===== src/sip_pkg.sv =====
package sip_pkg;

    localparam int EPS_W = 20;

    localparam logic KIND_BOUNDED  = 1'b0;
    localparam logic KIND_EXTENDED = 1'b1;

    typedef struct packed {
        logic valid;
        logic hit;
        logic fb;
        logic neg_x;
        logic neg_y;
    } t_ctl;

endpackage


===== src/sip_cell.sv =====
module sip_cell #(
    parameter int DEN_W  = 35,
    parameter int ACC_W  = 62,
    parameter int PASS_W = 36
) (
    input  logic                i_clk,
    input  logic                i_rst_n,
    input  sip_pkg::t_ctl       i_ctl,
    input  logic [DEN_W-1:0]    i_den,
    input  logic [DEN_W-1:0]    i_rem_x,
    input  logic [ACC_W-1:0]    i_acc_x,
    input  logic [DEN_W-1:0]    i_rem_y,
    input  logic [ACC_W-1:0]    i_acc_y,
    input  logic [PASS_W-1:0]   i_pass,
    output sip_pkg::t_ctl       o_ctl,
    output logic [DEN_W-1:0]    o_den,
    output logic [DEN_W-1:0]    o_rem_x,
    output logic [ACC_W-1:0]    o_acc_x,
    output logic [DEN_W-1:0]    o_rem_y,
    output logic [ACC_W-1:0]    o_acc_y,
    output logic [PASS_W-1:0]   o_pass
);
    import sip_pkg::*;

    logic [DEN_W:0]   n_tx;
    logic [DEN_W:0]   n_ty;
    logic             n_gex;
    logic             n_gey;
    t_ctl             r_ctl;
    logic [DEN_W-1:0] r_den;
    logic [DEN_W-1:0] r_rem_x;
    logic [DEN_W-1:0] r_rem_y;
    logic [ACC_W-1:0] r_acc_x;
    logic [ACC_W-1:0] r_acc_y;
    logic [PASS_W-1:0] r_pass;

    // one restoring division step: top dividend bit into the remainder
    always_comb begin
        n_tx  = {i_rem_x, i_acc_x[ACC_W-1]};
        n_ty  = {i_rem_y, i_acc_y[ACC_W-1]};
        n_gex = n_tx >= {1'b0, i_den};
        n_gey = n_ty >= {1'b0, i_den};
    end

    always_ff @(posedge i_clk) begin
        if (!i_rst_n) begin
            r_ctl <= '0;
        end else begin
            r_ctl <= i_ctl;
        end
    end

    always_ff @(posedge i_clk) begin
        r_den   <= i_den;
        r_rem_x <= n_gex ? DEN_W'(n_tx - {1'b0, i_den}) : DEN_W'(n_tx);
        r_rem_y <= n_gey ? DEN_W'(n_ty - {1'b0, i_den}) : DEN_W'(n_ty);
        r_acc_x <= {i_acc_x[ACC_W-2:0], n_gex};
        r_acc_y <= {i_acc_y[ACC_W-2:0], n_gey};
        r_pass  <= i_pass;
    end

    assign o_ctl   = r_ctl;
    assign o_den   = r_den;
    assign o_rem_x = r_rem_x;
    assign o_rem_y = r_rem_y;
    assign o_acc_x = r_acc_x;
    assign o_acc_y = r_acc_y;
    assign o_pass  = r_pass;

endmodule


===== config.mk =====
export PLATFORM = sky130hd
export DESIGN_NAME = sip_cell
export DESIGN_NICKNAME = d
export VERILOG_FILES = /design/src/sip_pkg.sv /design/src/sip_cell.sv
export SDC_FILE = /design/constraint.sdc
export NUM_CORES = 1
export LEC_CHECK = 0
export BUFFER_PORTS_ARGS = -buffer_cell sky130_fd_sc_hd__buf_2
export CAP_MARGIN = 20
export CORE_AREA = 2 2 212 214
export DETAILED_ROUTE_END_ITERATION = 12
export DIE_AREA = 0 0 214 216
export GPL_ROUTABILITY_DRIVEN = 1
export SYNTH_ARGS = -nofsm -noshare
export SYNTH_HDL_FRONTEND = slang
export SYNTH_SLANG_ARGS = --single-unit

===== constraint.sdc =====
create_clock -name i_clk -period 5.3 [get_ports i_clk]
set_input_delay 0.53 -clock i_clk [delete_from_list [all_inputs] [get_ports i_clk]]
set_output_delay 0.53 -clock i_clk [all_outputs]
set_load 0.005 [all_outputs]

==> results of run 1 <==
==> registers in the layout, indices dropped and copies added (netlist names) <==
name / cells
o_rem_x: 35
o_pass: 36
o_rem_y: 35
o_acc_y: 62
o_ctl: 5
o_acc_x: 62
o_den: 35
==> cells by family (layout without fill, tap and decap cells) <==
family	count (synthesis)	in the layout	synth area share [%]
AO/OA/AOI/OAI	248	248	15.7
XOR/XNOR	55	55	4.59
adder cells (fa/ha/maj)	72	72	8.73
buffers and inverters	91	662	3.90
flip-flops	270	270	51.5
multiplexers	37	37	4.81
other	0	3	0
AND/OR/NAND/NOR	229	229	10.8
==> layer usage <==
metal	global-route usage (%)	up-vias	wire, um	share of wire [%]
li1	-	4623	-	-
met5	0	-	103	0.20
met2	38.9	377	26100	51
met1	24.5	4660	20500	40
met3	6.22	76	3250	6.4
met4	5.20	16	1080	2.1
==> critical path, cell delays in order <==
cell,delay (ns)
buf_2,0.09
inv_1,0.07
ha_1,0.38
nor2b_4,0.16
o31a_1,0.29
nor3_4,0.16
o31ai_4,0.15
a211oi_4,0.40
o21ai_4,0.15
a31oi_4,0.58
buf_4,0.51
mux2_2,0.39
==> per-stage QoR <==
step | utilization, % | total power, W | instances | setup WS (ns) | cell area, um^2
5_1_grt | 34.1 | 0.00614 | 2166 | 1.71 | 15000
3_3_place_gp | 31.4 | 0.00349 | 2102 | 1.27 | 13800
6_report | 34.1 | 0.00586 | 2168 | 1.83 | 15000
2_1_floorplan | - | 0.00293 | 1002 | 2.24 | 10500
3_5_place_dp | 31.4 | 0.00349 | 2102 | 1.16 | 13800
4_1_cts | 34.1 | 0.00595 | 2164 | 1.75 | 14900
==> area by class of cell <==
cell class | instances | area (um^2) | area share, %
Clock inverter | 12 | 144 | 0.961
Sequential cell | 270 | 5410 | 36.1
Antenna cell | 3 | 7.51 | 0.0502
Clock buffer | 50 | 1030 | 6.90
Tap cell | 592 | 741 | 4.95
Timing Repair Buffer | 544 | 2750 | 18.4
Inverter | 56 | 210 | 1.40
Multi-Input combinational cell | 641 | 4680 | 31.3
==> power by group through the flow <==
stage               Clock (W)  Combinational [W]  Sequential, W
detailed placement          0            0.00114        0.00235
floorplan                   0           0.000576        0.00236
CTS                   0.00249            0.00115        0.00231
finish                0.00241            0.00114        0.00231
global placement            0            0.00114        0.00235
global route          0.00258            0.00124        0.00232
==> worst paths after layout <==
kind                     from  cells past startpoint           to  slack [ns]
setup / recovery     i_den[2]                     12   o_rem_y[2]        1.83
hold / removal    i_acc_x[27]                      1  o_acc_x[28]        0.08
==> layout by cell type, fill, tap and decap left out, types with 17 or more instances in the layout <==
| cell type | Yosys | final |
|---|---|---|
| a21o_1 | 29 | 29 |
| a21oi_1 | 64 | 64 |
| buf_2 | 10 | 541 |
| clkbuf_16 | 0 | 35 |
| dfxtp_1 | 270 | 270 |
| ha_1 | 70 | 70 |
| inv_1 | 56 | 56 |
| mux2_4 | 25 | 25 |
| nand2_1 | 87 | 87 |
| nand3_1 | 17 | 17 |
| nand4_1 | 19 | 19 |
| nor2_1 | 33 | 33 |
| nor3_1 | 19 | 19 |
| o21ai_0 | 64 | 64 |
| xnor2_1 | 35 | 35 |
| xor2_1 | 20 | 20 |
==> impl_metrics.csv, run 1 <==
group,metric,value,unit
hold_path,min_path_type,"primary input to flip-flop",
power,power_per_cell_area,391,nW/um^2
power,sw_frac_of_total,28.2,%
synth,yosys-top-cells-area,"dfxtp_1 52%, ha_1 8.3%, mux2_4 3.6%",
grt,grt_max_degree,52,
sta,hold_viol,0,
synth,synth_cells,1002,
die,dieArea,46200,um^2
clock_network,cts_max_path_buffers,3,
synth,synth.most_common_cell,"dfxtp_1",
power,switching_power,0.00165,W
placement,io_buffers,541,
route,drt-total-wl,51100,um
worst_setup_path,worstPathRequired,5.73,ns
clock_network,holdBufCountCts,0,
synth,synth_edf_count,0,
synth,synth_common_cells,"270 x dfxtp_1, 87 x nand2_1, 70 x ha_1",
grt,grtUsageTotal,21.4,%
worst_setup_path,crit_arrival,3.90,ns
clock_network,cts_tree,"done",
synth,yosysSeqAreaShare,51.5,%
sta,whs,0.0800,ns
sta,min_period,3.47,ns
synth,ys_ff_latch,270,
die,core.rowCount,77,
worst_setup_path,worstSetupPathType,"primary input to flip-flop",
clock_network,clkTransAtPathRegs,0.06,ns
worst_setup_path,critPathLaunchType,"primary input",
clock_network,cts-resized-gates,0,
route,wl_per_cell,23.6,um
sta,tns,0,ns
clock_network,cts_made_buffers,35,
sta,max_freq,0.288,GHz
synth,synth.avg_cell_area,10.5,um^2
route,via_per_inst,4.50,
layout,drive_gt1_share,41.6,%
sta,slew_viol_final,0,
route,ant_nets,0,
synth,synth_area,10500,um^2
layout,finalNetCount,1892,
synth,ys_async_sr_fraction,0,%
outcome,status,"complete, no violations",
die,coreArea,43800,um^2
clock_network,root_buffer,"clkbuf_16",
layout,fillers,4538,
clock_network,post_cts_buffers,0,
route,drc,0,
sta,slew_headroom,38.8,%
die,start_util,23.9,%
die,pin_count,542,
power,seq_power_share,39.4,%
synth,synth_largest_area_cell,"dfxtp_1",
worst_setup_path,endpoint_kind,"flip-flop",
clock_network,cts.htree.levels,2,
grt,grt_antenna_before_repair,22,
clock_network,clock_sinks,270,
layout,area_growth,42.7,%
job,maxCapViolCount,0,
synth,ys_types,75,
synth,synth_nets,1346,
worst_setup_path,cp_max_fo,24,
power,p_int,0.00421,W
sta,timing.final.crit_share,65.5,%
route,vias,9752,
power,irDropWorstVdd,250,uV
sta,tightest_slew,0.911,ns
sta,finalSetupViolCount,0,
power,combPwrFrac,19.5,%
die,die_h,216,um
placement,dp_hpwl,43100,um
grt,grt_pass1_wl,71000,um
grt,grt_pass1_vias,9698,
power,p_leak,7.31,nW
synth,synth_ff_type,"dfxtp_1",
power,clkPwrFrac,41.1,%
placement,gp_congestion,0.904,
sta,rsz0062_at_grt,"no",
route,drt_iter0_drc,439,
synth,ys_warn_count,0,
synth,synth_top_area_share,51.5,%
die,die_w,214,um
grt,grt_overflow_total,0,
route,drtPass1Iterations,5,
Note: power is estimated with default switching activity, not from simulation.
==> inputs of run 2 (changes only) <==
- CORE_AREA: 2 2 212 214 -> 2 2 209 211
- DIE_AREA: 0 0 214 216 -> 0 0 211 213
- clock period: 5.3 -> 3.38 ns (I/O delays scaled with it)
==> run 2 against run 1 <==
Non-clock buffer count rose by 277; cell count increased by 10%; utilization is 6.7 points higher; total power rose by 53%; setup slack got worse by 1.7 ns; die area down 2.8%; critical path depth is 1 higher; design area is 16% higher; largest cell class is now buffers.
==> impl_metrics.csv, run 2 (same netlist as run 1, synthesis figures left out) <==
group,metric,value,unit
die,start_util,24.6,%
hold_path,whs_endpoint,"o_rem_y[13]",
layout,area_growth,66.1,%
power,power_per_cell_area,514,nW/um^2
sta,slew_viol_final,0,
sta,finalSetupViolCount,0,
grt,grtUsageTotal,22.8,%
power,power,0.00896,W
route,wl_per_cell,22.5,um
grt,grt_antenna_before_repair,12,
grt,grt_pass1_wl,74300,um
route,drc,0,
clock_network,root_buffer,"clkbuf_16",
worst_setup_path,worstPathRequired,3.85,ns
die,pin_count,542,
hold_path,min_path_type,"primary input to flip-flop",
layout,finalNetCount,2164,
route,drt-total-wl,53800,um
clock_network,cts_tree,"done",
clock_network,cts_made_buffers,30,
layout,layoutNonFillerInstCount,2389,
hold_path,hold_path_depth,2,
placement,dp.cells,2090,
sta,max_freq,0.306,GHz
power,p_leak,8.40,nW
worst_setup_path,critPathLaunchType,"primary input",
worst_setup_path,crit_arrival,3.73,ns
clock_network,cts_max_path_buffers,3,
clock_network,clkTransAtPathRegs,0.06,ns
route,ant_nets,0,
outcome,status,"complete, no violations",
die,core.rowCount,76,
sta,tightest_slew,0.743,ns
worst_setup_path,worstSetupPathType,"primary input to flip-flop",
clock_network,cts.htree.levels,1,
route,drtPass1Iterations,5,
layout,final_common_cell,"buf_2",
die,dieArea,44900,um^2
placement,gp_congestion,0.907,
placement,io_buffers,541,
sta,hold_viol,0,
die,coreArea,42700,um^2
sta,timing.final.crit_share,96.7,%
worst_setup_path,cp_max_fo,25,
route,via_per_inst,4.44,
worst_setup_path,endpoint_kind,"flip-flop",
sta,tns,0,ns
layout,final_util,40.8,%
grt,grt_pass1_vias,10900,
clock_network,clock_sinks,270,
die,die_w,211,um
grt,grt_max_degree,37,
sta,rsz0062_at_grt,"no",
sta,slew_headroom,50.0,%
grt,grt_overflow_total,0,
job,maxCapViolCount,0,
sta,min_period,3.27,ns
hold_path,min_from,"i_rem_y[12]",
route,drt_iter0_drc,556,
layout,drive_gt1_share,37.2,%
route,vias,10600,
placement,dp_hpwl,44100,um
power,irDropWorstVdd,345,uV
layout,mostFrequentLayoutCells,"541 x buf_2, 270 x dfxtp_1, 238 x dlygate4sd3_1",
die,die_h,213,um
run 2: cell count changes in the layout (fill, tap and decap cells not counted), sizes merged:
cell         before  now
buf             544  583
clkbuf           50   41
clkinv            7    5
bufinv            2    1
dlygate4sd3       0  238
diode             3    5
run 2: worst max-delay path, cell delays in order:
cell           delay, ns
dlygate4sd3_1       0.60
buf_2               0.14
inv_1               0.06
ha_1                0.37
a21oi_1             0.30
o31ai_1             0.15
a221oi_1            0.38
o221ai_1            0.24
a21oi_4             0.24
o21ai_2             0.12
o21ai_4             0.24
buf_12              0.19
mux2_1              0.34
run 2: worst max path at each step:
| stage | startpoint | end | cells after the start |
|---|---|---|---|
| after floorplan | i_acc_y[61] | o_rem_y[10] | 12 |
| after global placement | i_den[0] | o_rem_y[34] | 12 |
| after detailed placement | i_den[0] | o_rem_y[34] | 12 |
| after CTS | i_acc_y[61] | o_rem_y[34] | 14 |
| after global routing | i_den[17] | o_rem_x[10] | 13 |
| final | i_den[17] | o_rem_x[10] | 13 |
run 2: layout make-up:
cell class | count | area [um^2]
Tap cell | 546 | 683
Fill cell | 4206 | 25300
Sequential cell | 270 | 5410
Timing Repair Buffer | 821 | 5460
Clock buffer | 41 | 852
Clock inverter | 9 | 110
Inverter | 56 | 210
Antenna cell | 5 | 12.5
Multi-Input combinational cell | 641 | 4700
run 2: power by group:
group | total, W | switching, W | internal (W)
logic | 0.00212 | 0.00107 | 0.00105
clock network | 0.00323 | 0.00140 | 0.00183
registers | 0.00361 | 0.000110 | 0.00350
run 2: per-stage QoR:
step | instance area, um^2 | setup slack, ns | hold WS (ns)
CTS | 17300 | 0.0178 | 0.000286
finish | 17400 | 0.112 | 0.0250
floorplan | 10500 | 0.516 | 0.366
global placement | 14000 | -0.0159 | 0.440
global route | 17400 | 0.0147 | 0.00809
detailed placement | 14000 | -0.0868 | 0.442
run 2: metal layers:
metal	GRT usage, %	wire length [um]
met1	25.9	21200
met2	42.0	27600
met3	5.13	3030
met4	7.77	1910
met5	0	96
run 2: timing repair:
item,4_1_cts,5_1_grt
hold buffers,238,0
resized for setup,0,5
endpoints found under the setup margin,0,7
buffers inserted,0,6
endpoints found under the hold margin,237,0
==> inputs of run 3 (changes only) <==
- clock period: 3.38 -> 3.7 ns (I/O delays scaled with it)
==> run 3 against run 2 <==
Worst hold slack improved by 0.025 ns; die area unchanged; via count is 0.85% lower; critical endpoint is now o_rem_x[15]; sequential cell count unchanged; sequential share of layout area grew 0.94 points; highest routed layer unchanged; utilization is 1.2 points lower; combinational power is 13% lower; total power shrank 3.3%.
==> impl_metrics.csv, run 3 (same netlist as run 1, synthesis figures left out) <==
group,metric,value,unit
clock_network,clkTransAtPathRegs,0.06,ns
die,coreArea,42700,um^2
worst_setup_path,crit_arrival,3.83,ns
die,core.rowCount,76,
route,drt-total-wl,54300,um
grt,grt_pass1_vias,10800,
grt,grt_overflow_total,0,
sta,tightest_slew,0.643,ns
route,ant_nets,0,
placement,gp_congestion,0.896,
sta,rsz0062_at_grt,"no",
layout,final_common_cell,"buf_2",
layout,fillers,4198,
layout,area_growth,61.2,%
route,drtPass1Iterations,5,
power,p_leak,8.16,nW
worst_setup_path,worstSetupPathType,"primary input to flip-flop",
sta,timing.final.crit_share,93.7,%
sta,finalSetupViolCount,0,
layout,finalNetCount,2091,
route,vias,10500,
hold_path,min_path_type,"primary input to flip-flop",
layout,mostFrequentLayoutCells,"541 x buf_2, 270 x dfxtp_1, 192 x dlygate4sd3_1",
power,power,0.00866,W
grt,grt_max_degree,37,
route,via_per_inst,4.52,
clock_network,cts_made_buffers,35,
die,pin_count,542,
outcome,status,"complete, no violations",
clock_network,cts.htree.levels,2,
route,drc,0,
sta,hold_viol,0,
die,dieArea,44900,um^2
placement,dp_hpwl,44000,um
layout,design_area,16900,um^2
grt,grt_pass1_wl,74300,um
sta,min_period,3.47,ns
route,wl_per_cell,23.3,um
worst_setup_path,critPathLaunchType,"primary input",
job,maxCapViolCount,0,
worst_setup_path,cp_max_fo,36,
power,combPwrFrac,21.4,%
hold_path,min_from,"i_rem_x[7]",
die,start_util,24.6,%
sta,slew_headroom,56.7,%
layout,drive_gt1_share,37.5,%
sta,max_freq,0.288,GHz
die,die_h,213,um
power,power_per_cell_area,512,nW/um^2
grt,grtUsageTotal,23.0,%
power,sw_frac_of_total,28.8,%
clock_network,cts_tree,"done",
die,die_w,211,um
clock_network,root_buffer,"clkbuf_16",
worst_setup_path,startpoint,"i_den[2]",
sta,slew_viol_final,0,
worst_setup_path,worstPathRequired,4.07,ns
sta,tns,0,ns
power,seq_power_share,38.1,%
power,p_int,0.00617,W
placement,post_dp_cell_area,13800,um^2
clock_network,cts_max_path_buffers,3,
placement,io_buffers,541,
route,drt_iter0_drc,587,
power,clkPwrFrac,40.5,%
worst_setup_path,endpoint_kind,"flip-flop",
grt,grt_antenna_before_repair,15,
clock_network,clock_sinks,270,
power,irDropWorstVdd,382,uV
power,switching_power,0.00249,W
[run 3: changes by cell type in the layout (fill, tap and decap cells not counted), moves of 2 or more]
cell           before  now
a21oi_1            62   64
buf_12              4    2
buf_4              38    8
bufinv_16           1    3
clkbuf_16          30   36
clkbuf_8            6    3
clkinv_2            2    5
diode_2             5    7
dlygate4sd3_1     238  192
inv_6               0    6
[run 3: power groups by stage]
stage          Sequential [W]  Clock [W]  Combinational, W
2_1_floorplan         0.00338          0          0.000825
3_3_place_gp          0.00336          0           0.00169
3_5_place_dp          0.00336          0           0.00168
4_1_cts               0.00330    0.00360           0.00187
5_1_grt               0.00332    0.00370           0.00200
6_report              0.00330    0.00351           0.00185
[run 3: area by class of cell]
type                    count  area (um^2)  area share [%]
clock buffers              43          957            5.66
repair buffers            743         4730            28.0
well taps                 546          683            4.04
multi-input cells         641         4680            27.7
flip-flops and latches    270         5410            32.0
clock inverters            20          228            1.35
inverters                  56          210            1.24
diodes                      7         17.5           0.104
[run 3: stage by stage]
| step | cells | utilization, % | hold slack, ns | setup WS [ns] |
|---|---|---|---|---|
| floorplan | 1002 | - | 0.398 | 0.804 |
| global placement | 2064 | 32.3 | 0.472 | 0.157 |
| detailed placement | 2064 | 32.3 | 0.474 | 0.0330 |
| CTS | 2319 | 39.6 | 0.0197 | 0.0763 |
| global route | 2323 | 39.6 | 0.0403 | 0.0374 |
| finish | 2326 | 39.6 | 0.0499 | 0.233 |
[run 3: per-layer routing]
metal	track usage, %	vias up	wire length [um]
met5	0	-	113
met3	5.32	82	2880
met2	42.5	354	27900
li1	-	5037	-
met1	26.1	5024	21700
met4	7.38	16	1660
[run 3: critical path: stages]
cell,delay (ns)
dlygate4sd3_1,0.53
buf_2,0.13
inv_1,0.12
ha_1,0.31
nor2b_1,0.17
o31ai_1,0.42
a31oi_2,0.25
a31o_2,0.34
a21oi_2,0.25
o21ai_2,0.13
o21ai_4,0.19
buf_4,0.35
o21ai_0,0.25
[run 3: final timing paths]
| kind | cells after the start | to | slack [ns] |
|---|---|---|---|
| min | 3 | o_rem_x[8] | 0.05 |
| max | 13 | o_rem_x[15] | 0.23 |
[run 3: timing repair]
| item | CTS | global route |
|---|---|---|
| hold buffers | 192 | 0 |
| hold endpoints to repair | 192 | 0 |
| endpoints found under the setup margin | 0 | 2 |
| resized for setup | 0 | 1 |
| setup buffers | 0 | 0 |
